$ cat src/sv/ueravg_pkg.sv
// shared types and constants for the ultrasonic echo ranger with averaging filter
package ueravg_pkg;

    // configuration port geometry
    localparam int CFG_IDX_W  = 2;
    localparam int CFG_DATA_W = 16;

    // configuration register indexes
    localparam logic [CFG_IDX_W-1:0] CFG_TRIGGER_TICKS = 2'd0;
    localparam logic [CFG_IDX_W-1:0] CFG_RISE_LIMIT    = 2'd1;
    localparam logic [CFG_IDX_W-1:0] CFG_FALL_LIMIT    = 2'd2;
    localparam logic [CFG_IDX_W-1:0] CFG_CM_SCALE      = 2'd3;

    // configuration field widths
    localparam int TRIG_W  = 8;
    localparam int LIMIT_W = 16;
    localparam int SCALE_W = 12;

    // configuration reset values
    localparam logic [TRIG_W-1:0]  TRIGGER_TICKS_RST = 8'd10;
    localparam logic [LIMIT_W-1:0] RISE_LIMIT_RST    = 16'd30000;
    localparam logic [LIMIT_W-1:0] FALL_LIMIT_RST    = 16'd60000;
    localparam logic [SCALE_W-1:0] CM_SCALE_RST      = 12'd1114;

    // pulse width saturates at 16 bits before scaling
    localparam int                 PW_SAT_W = 16;
    localparam logic [PW_SAT_W-1:0] PW_SAT  = 16'hFFFF;

    // width * scale accumulator, distance is its Q8 integer part
    localparam int ACC_W       = PW_SAT_W + SCALE_W;
    localparam int SCALE_SHIFT = 8;
    localparam int DIST_W      = 20;

    // one result transaction
    typedef struct packed {
        logic              trigger_level;
        logic              done_res;
        logic              timed_out;
        logic [DIST_W-1:0] distance_avg;
    } t_result;

endpackage

$ cat src/sv/ultrasonic_echo_ranger_avg.sv
// top level: echo pulse rangefinder sequencer with moving average and output skid buffer
//
//  channel  | handshake                   | payload
//  ---------+-----------------------------+----------------------------------------------
//  in       | i_valid / o_stall           | i_start_req, i_echo_level
//  out      | o_valid / i_stall           | o_trigger_level, o_done_res, o_timed_out,
//           |                             | o_distance_avg
//  cfg      | i_cfg_valid / o_cfg_ready   | i_cfg_index, i_cfg_data
//
//  one input transaction (one tick sample) per cycle while o_stall is low; its result is registered
//  the running sum update and the divide by FILTER_DEPTH are combinational, in the same cycle as the transaction
//  width times scale is re-registered every cycle, so a scale write counts at once
//  synchronous active-low reset clears phase, counters, the ring, its running sum and output registers
//  a two-entry output buffer (output register plus skid) lets input take one more transaction
//  after out stalls; o_stall is high only while the skid entry is occupied
module ultrasonic_echo_ranger_avg #(
    parameter int FILTER_DEPTH = 5,
    parameter int COUNT_BITS   = 16
) (
    input  logic                                i_clk,
    input  logic                                i_rst_n,
    // input channel
    input  logic                                i_valid,
    output logic                                o_stall,
    input  logic                                i_start_req,
    input  logic                                i_echo_level,
    // output channel
    output logic                                o_valid,
    input  logic                                i_stall,
    output logic                                o_trigger_level,
    output logic                                o_done_res,
    output logic                                o_timed_out,
    output logic [ueravg_pkg::DIST_W-1:0]       o_distance_avg,
    // configuration channel
    input  logic                                i_cfg_valid,
    output logic                                o_cfg_ready,
    input  logic [ueravg_pkg::CFG_IDX_W-1:0]    i_cfg_index,
    input  logic [ueravg_pkg::CFG_DATA_W-1:0]   i_cfg_data
);
    import ueravg_pkg::*;

    localparam int SLOT_W    = (FILTER_DEPTH > 1) ? $clog2(FILTER_DEPTH) : 1;
    localparam int SUM_W     = DIST_W + $clog2(FILTER_DEPTH);
    localparam int CMP_W     = (COUNT_BITS > LIMIT_W) ? COUNT_BITS : LIMIT_W;
    // divide by FILTER_DEPTH as multiply by a rounded-up reciprocal
    localparam int DIV_SHIFT = SUM_W + $clog2(FILTER_DEPTH);
    localparam int RECIP_W   = SUM_W + 2;
    localparam int DPROD_W   = SUM_W + RECIP_W;
    localparam logic [RECIP_W-1:0] DIV_RECIP =
        RECIP_W'(((64'd1 << DIV_SHIFT) + 64'(FILTER_DEPTH) - 64'd1) / 64'(FILTER_DEPTH));
    localparam logic [SLOT_W-1:0]     LAST_SLOT = SLOT_W'(FILTER_DEPTH - 1);
    localparam logic [COUNT_BITS-1:0] CNT_MAX   = '1;

    typedef enum logic [1:0] {
        PH_IDLE,
        PH_TRIG,
        PH_RISE,
        PH_HIGH
    } t_phase;

    // count reached limit, with the limit clamped to the counter range
    function automatic logic limit_reached(input logic [COUNT_BITS-1:0] cnt,
                                           input logic [LIMIT_W-1:0]    lim);
        limit_reached = (CMP_W'(cnt) >= CMP_W'(lim)) || (cnt == CNT_MAX);
    endfunction

    // configuration registers
    logic [TRIG_W-1:0]  r_trigger_ticks;
    logic [LIMIT_W-1:0] r_rise_limit;
    logic [LIMIT_W-1:0] r_fall_limit;
    logic [SCALE_W-1:0] r_cm_scale;

    // measurement state
    t_phase                r_phase,  n_phase;
    logic [COUNT_BITS-1:0] r_wait,   n_wait;
    logic [COUNT_BITS-1:0] r_pulse,  n_pulse;
    logic [ACC_W-1:0]      r_acc,    n_acc;
    logic [DIST_W-1:0]     r_hist [FILTER_DEPTH];
    logic [SLOT_W-1:0]     r_slot,   n_slot;
    logic [SUM_W-1:0]      r_sum,    n_sum;
    logic                  n_push;

    // output buffer
    logic    r_out_valid;
    t_result r_out;
    logic    r_skid_valid;
    t_result r_skid;

    logic              in_take;
    logic              out_take;
    logic              out_free;
    logic [DIST_W-1:0] scaled;
    logic [SUM_W-1:0]  sum_push;
    logic [DPROD_W-1:0] div_prod;
    t_result           n_result;
    logic [SCALE_W-1:0]    scale_next;
    logic [COUNT_BITS-1:0] pulse_next;
    logic [PW_SAT_W-1:0]   pulse_sat;

    // handshakes
    assign o_cfg_ready = 1'b1;
    assign o_stall     = r_skid_valid;
    assign in_take     = i_valid && !r_skid_valid;
    assign out_take    = r_out_valid && !i_stall;
    assign out_free    = !r_out_valid || out_take;

    // ring update and mean
    assign scaled   = r_acc[SCALE_SHIFT +: DIST_W];
    assign sum_push = r_sum - SUM_W'(r_hist[r_slot]) + SUM_W'(scaled);
    assign div_prod = DPROD_W'(sum_push) * DPROD_W'(DIV_RECIP);

    // phase sequencer for one tick
    always_comb begin
        n_phase  = r_phase;
        n_wait   = r_wait;
        n_pulse  = r_pulse;
        n_push   = 1'b0;
        n_result = '0;
        unique case (r_phase)
            PH_IDLE: begin
                if (i_start_req) begin
                    n_phase = PH_TRIG;
                    n_wait  = '0;
                end
            end
            PH_TRIG: begin
                n_result.trigger_level = 1'b1;
                if (r_wait != CNT_MAX) begin
                    n_wait = r_wait + 1'b1;
                end
                if (limit_reached(n_wait, LIMIT_W'(r_trigger_ticks))) begin
                    n_phase = PH_RISE;
                    n_wait  = '0;
                end
            end
            PH_RISE: begin
                if (i_echo_level) begin
                    n_phase = PH_HIGH;
                    n_pulse = COUNT_BITS'(1);
                end else if (limit_reached(r_wait, r_rise_limit)) begin
                    n_phase            = PH_IDLE;
                    n_result.done_res  = 1'b1;
                    n_result.timed_out = 1'b1;
                end else begin
                    n_wait = r_wait + 1'b1;
                end
            end
            PH_HIGH: begin
                if (i_echo_level) begin
                    if (limit_reached(r_pulse, r_fall_limit)) begin
                        n_phase            = PH_IDLE;
                        n_result.done_res  = 1'b1;
                        n_result.timed_out = 1'b1;
                    end else begin
                        n_pulse = r_pulse + 1'b1;
                    end
                end else begin
                    n_phase               = PH_IDLE;
                    n_push                = 1'b1;
                    n_result.done_res     = 1'b1;
                    n_result.distance_avg = div_prod[DIV_SHIFT +: DIST_W];
                end
            end
            default: begin
                n_phase = PH_IDLE;
            end
        endcase
    end

    // scale as it stands after this edge
    always_comb begin
        scale_next = r_cm_scale;
        if (i_cfg_valid && (i_cfg_index == CFG_CM_SCALE)) begin
            scale_next = i_cfg_data[SCALE_W-1:0];
        end
    end

    // saturated pulse width times scale, for the width and scale after this edge
    assign pulse_next = in_take ? n_pulse : r_pulse;
    assign pulse_sat  = (CMP_W'(pulse_next) > CMP_W'(PW_SAT)) ? PW_SAT
                                                              : PW_SAT_W'(pulse_next);
    assign n_acc      = ACC_W'(pulse_sat) * ACC_W'(scale_next);

    // ring write pointer and running sum
    always_comb begin
        n_slot = r_slot;
        n_sum  = r_sum;
        if (n_push) begin
            n_sum  = sum_push;
            n_slot = (r_slot == LAST_SLOT) ? '0 : r_slot + 1'b1;
        end
    end

    // state, configuration and registered outputs
    always_ff @(posedge i_clk) begin
        if (!i_rst_n) begin
            r_trigger_ticks <= TRIGGER_TICKS_RST;
            r_rise_limit    <= RISE_LIMIT_RST;
            r_fall_limit    <= FALL_LIMIT_RST;
            r_cm_scale      <= CM_SCALE_RST;
            r_phase         <= PH_IDLE;
            r_wait          <= '0;
            r_pulse         <= '0;
            r_acc           <= '0;
            r_slot          <= '0;
            r_sum           <= '0;
            for (int i = 0; i < FILTER_DEPTH; i++) begin
                r_hist[i] <= '0;
            end
            r_out_valid     <= 1'b0;
            r_out           <= '0;
            r_skid_valid    <= 1'b0;
            r_skid          <= '0;
        end else begin
            // configuration write transaction
            if (i_cfg_valid) begin
                case (i_cfg_index)
                    CFG_TRIGGER_TICKS: r_trigger_ticks <= i_cfg_data[TRIG_W-1:0];
                    CFG_RISE_LIMIT:    r_rise_limit    <= i_cfg_data[LIMIT_W-1:0];
                    CFG_FALL_LIMIT:    r_fall_limit    <= i_cfg_data[LIMIT_W-1:0];
                    CFG_CM_SCALE:      r_cm_scale      <= i_cfg_data[SCALE_W-1:0];
                    default: ;
                endcase
            end

            // scaled width follows both the pulse count and the scale
            r_acc <= n_acc;

            // input transaction advances the measurement
            if (in_take) begin
                r_phase <= n_phase;
                r_wait  <= n_wait;
                r_pulse <= n_pulse;
                r_slot  <= n_slot;
                r_sum   <= n_sum;
                if (n_push) begin
                    r_hist[r_slot] <= scaled;
                end
            end

            // output register and skid entry
            if (out_free) begin
                if (r_skid_valid) begin
                    r_out        <= r_skid;
                    r_out_valid  <= 1'b1;
                    r_skid_valid <= 1'b0;
                end else begin
                    r_out_valid <= in_take;
                    if (in_take) begin
                        r_out <= n_result;
                    end
                end
            end else if (in_take) begin
                r_skid       <= n_result;
                r_skid_valid <= 1'b1;
            end
        end
    end

    // result ports
    assign o_valid         = r_out_valid;
    assign o_trigger_level = r_out.trigger_level;
    assign o_done_res      = r_out.done_res;
    assign o_timed_out     = r_out.timed_out;
    assign o_distance_avg  = r_out.distance_avg;

endmodule
$ cat config.mk
export PLATFORM = sky130hd
export DESIGN_NAME = ultrasonic_echo_ranger_avg
export DESIGN_NICKNAME = d
export VERILOG_FILES = /design/src/sv/ueravg_pkg.sv /design/src/sv/ultrasonic_echo_ranger_avg.sv
export SDC_FILE = /design/constraint.sdc
export NUM_CORES = 2
export LEC_CHECK = 0
export BUFFER_PORTS_ARGS = -buffer_cell sky130_fd_sc_hd__buf_2
export CORE_AREA = 2 2 318 320
export CTS_CLUSTER_DIAMETER = 200
export DETAILED_ROUTE_END_ITERATION = 16
export DIE_AREA = 0 0 320 322
export PLACE_DENSITY = 0.53
export RECOVER_POWER = 50
export SLEW_MARGIN = 30
export SYNTH_ARGS = -nofsm -noshare
export SYNTH_HDL_FRONTEND = slang
export SYNTH_SLANG_ARGS = --single-unit
$ cat constraint.sdc
create_clock -name i_clk -period 34.4 [get_ports i_clk]
set_input_delay 1.72 -clock i_clk [delete_from_list [all_inputs] [get_ports i_clk]]
set_output_delay 1.72 -clock i_clk [all_outputs]
set_load 0.02 [all_outputs]
==> qor.yml <==
clock_sinks: 343
gp_congestion: 0.882
crit_required_ns: 34.85
crit_top_cell: "fa_1"
mostFrequentLayoutCells: "inv_1, ha_1, nand2_1"
mostFrequentLayoutCell: "inv_1"
synth_edf_count: 160
vias: 20800
synthMuxAreaShare_pct: 4.59
synth_xor_area_share_pct: 2.06
antenna_found_initial: 2
cts_tree: "done"
cp-start-kind: "register"
ys_async_sr_fraction_pct: 0
htreeDepth: 2
yosysTopAreaCellShare_pct: 20.3
cts_root_buffer: "clkbuf_16"
syn-cell-area_um2: 29800
tightestPinTransition_ns: 3.54
max_slew_margin_pct: -136
arrival_ns: 12.97
die_y_um: 322
power_leakage_nw: 14.3
synthCells: 3031
yosys_warnings: 0
cp_slowest_stage_delay_ns: 0.64
end_kind: "register"
maxCapViolCount: 7
drive_above_1_share_pct: 7.56
power_density_nw_per_um2: 73.0
grt_pass1_wl_um: 123000
grt_start_max_net_pins: 62
setup_viol: 0
crit_fanout: 40
slowest_stage: "buf_4"
cts_repair_resize_count: 0
dieWidth_um: 320
drt_iter0_markers: 1063
clk_latency_ns: 0.58
fillers: 10200
hold_path.class: "register to register"
ant_nets: 0
violations: "max-capacitance violations, max-slew violations"
core_um2: 99600
synth_area_leaders: "fa_1, edfxtp_1, ha_1"
cts_buffers: 42
syn-num-nets: 3688
synthSimpleGateAreaFrac_pct: 13.5
dp_cells: 4305
ys_ff_latch: 343
timing.final.crit_share_pct: 36.4
synth-main-ff-cell: "dfxtp_1"
synth.largest_area_cell: "fa_1"
clk_path_buf_depth: 3
synth-compound-area-share_pct: 8.71
cts_hold_buf: 0
clk_pin_slew_ns: 0.06
viasPerCell: 4.75
grt_setup_unrepaired: "false"
drc_errors: 0
post_cts_buffers: 0
yosysSeqAreaShare_pct: 28.5
grt_pass1_vias: 21100
status: "finished with violations"
drv_slew: 328
hold_viol: 0
portBuffers: 49
finish.utilization_pct: 33.2
hold_slack_ns: 0.454
stdcell_count: 4383
multi_input_area_um2: 18800
ir_drop_uv: 118
criticalPathCategory: "register to register"
groute.usage.overall_pct: 15.3
start_util_pct: 29.9
synth_adder_area_share_pct: 34.2
regArea_um2: 8470
syn_avg_cell_area_um2: 9.82
ys_types: 87
fin_worst_skew_ns: 0.0272
pin_count: 51
min_period_ns: 12.52
dieArea_um2: 103000
wl_um: 77800
tns_ns: 0
rows: 116
first_pass_iters: 5
grt-ovfl-total: 0
fmax_ghz: 0.0799
nets: 3708
synth_top_family_by_area: "adder cells"
avgRoutedWirePerCell_um: 17.7
area_growth_pct: 10.9
dp_hpwl_um: 58800
[routing by layer]
metal  wire length [um]  up-vias  share of wire [%]  track usage (%)
met1              37100    10200                 48             21.4
li1                   -    10100                  -                -
met3               3310       81                4.3             1.79
met2              35900      427                 46             25.3
met4               1430        0                1.8             3.52
met5                  0        -                  0                0
[path summary, 6_finish.rpt]
kind / cells past startpoint / end / startpoint / slack, ns
min: 2 / r_skid[2] / r_skid[2] / 0.45
max reg2reg: 41 / r_skid[19] / register / 21.88
min reg2reg: 2 / r_skid[2] / r_skid[2] / 0.45
max: 41 / r_skid[19] / register / 21.88
[critical path, delay by kind of cell (launching register included)]
kind | cells | cell delay, ns
XOR/XNOR | 2 | 0.37
buffers and inverters | 6 | 0.92
multiplexers | 2 | 0.87
adder cells (fa/ha/maj) | 11 | 4.79
AND/OR/NAND/NOR | 3 | 0.85
flip-flops | 1 | 0.31
AO/OA/AOI/OAI | 17 | 4.23
[state kept, by name, indices dropped and copies added (netlist names), 20 cells and up, named ones only]
signal / flops
r_hist: 160
r_acc: 20
r_sum: 23
o_distance_avg: 20
r_skid: 23
[synth_stat cells (41+ instances only)]
library cell / instances
ha_1: 330
clkbuf_1: 102
fa_1: 302
nand2_1: 310
inv_1: 544
nor2b_1: 41
a21oi_1: 160
o21ai_0: 73
edfxtp_1: 160
dfxtp_1: 183
nor3_1: 47
xnor2_1: 47
nor2_1: 162
and2_1: 88
[per-stage QoR]
step | setup WS, ns | power (mW) | area, um^2
global route | 21.12 | 2.67 | 33000
global placement | 22.01 | 1.94 | 31600
detailed placement | 21.82 | 1.94 | 31600
CTS | 21.78 | 2.45 | 33100
floorplan | 22.96 | 1.57 | 29800
finish | 21.88 | 2.41 | 33000
[layout make-up]
type / instances / share of cell area (%)
tap: 1298 / 4.92
inverter: 545 / 6.20
clock inverter: 26 / 1.27
sequential: 343 / 25.7
clock buffer: 51 / 3.38
timing repair buffer: 94 / 1.53
multi-input combinational: 2025 / 57.0
antenna: 1 / 0.00758
[power breakdown]
group	switching (mW)	internal, mW	total [mW]	leakage (nW)
logic	0.866	0.616	1.48	10.5
clock network	0.189	0.302	0.491	0.744
registers	0.00431	0.435	0.439	3.05
total	1.06	1.35	2.41	14.3
[cells by family after synthesis]
| family | after synthesis |
|---|---|
| mux | 83 |
| simple gates | 836 |
| other cells | 1 |
| fa+ha+maj | 632 |
| buf+inv | 663 |
| flops | 343 |
| compound gates | 403 |
| xor+xnor | 70 |
No activity file was read; power rests on OpenSTA's default activity.
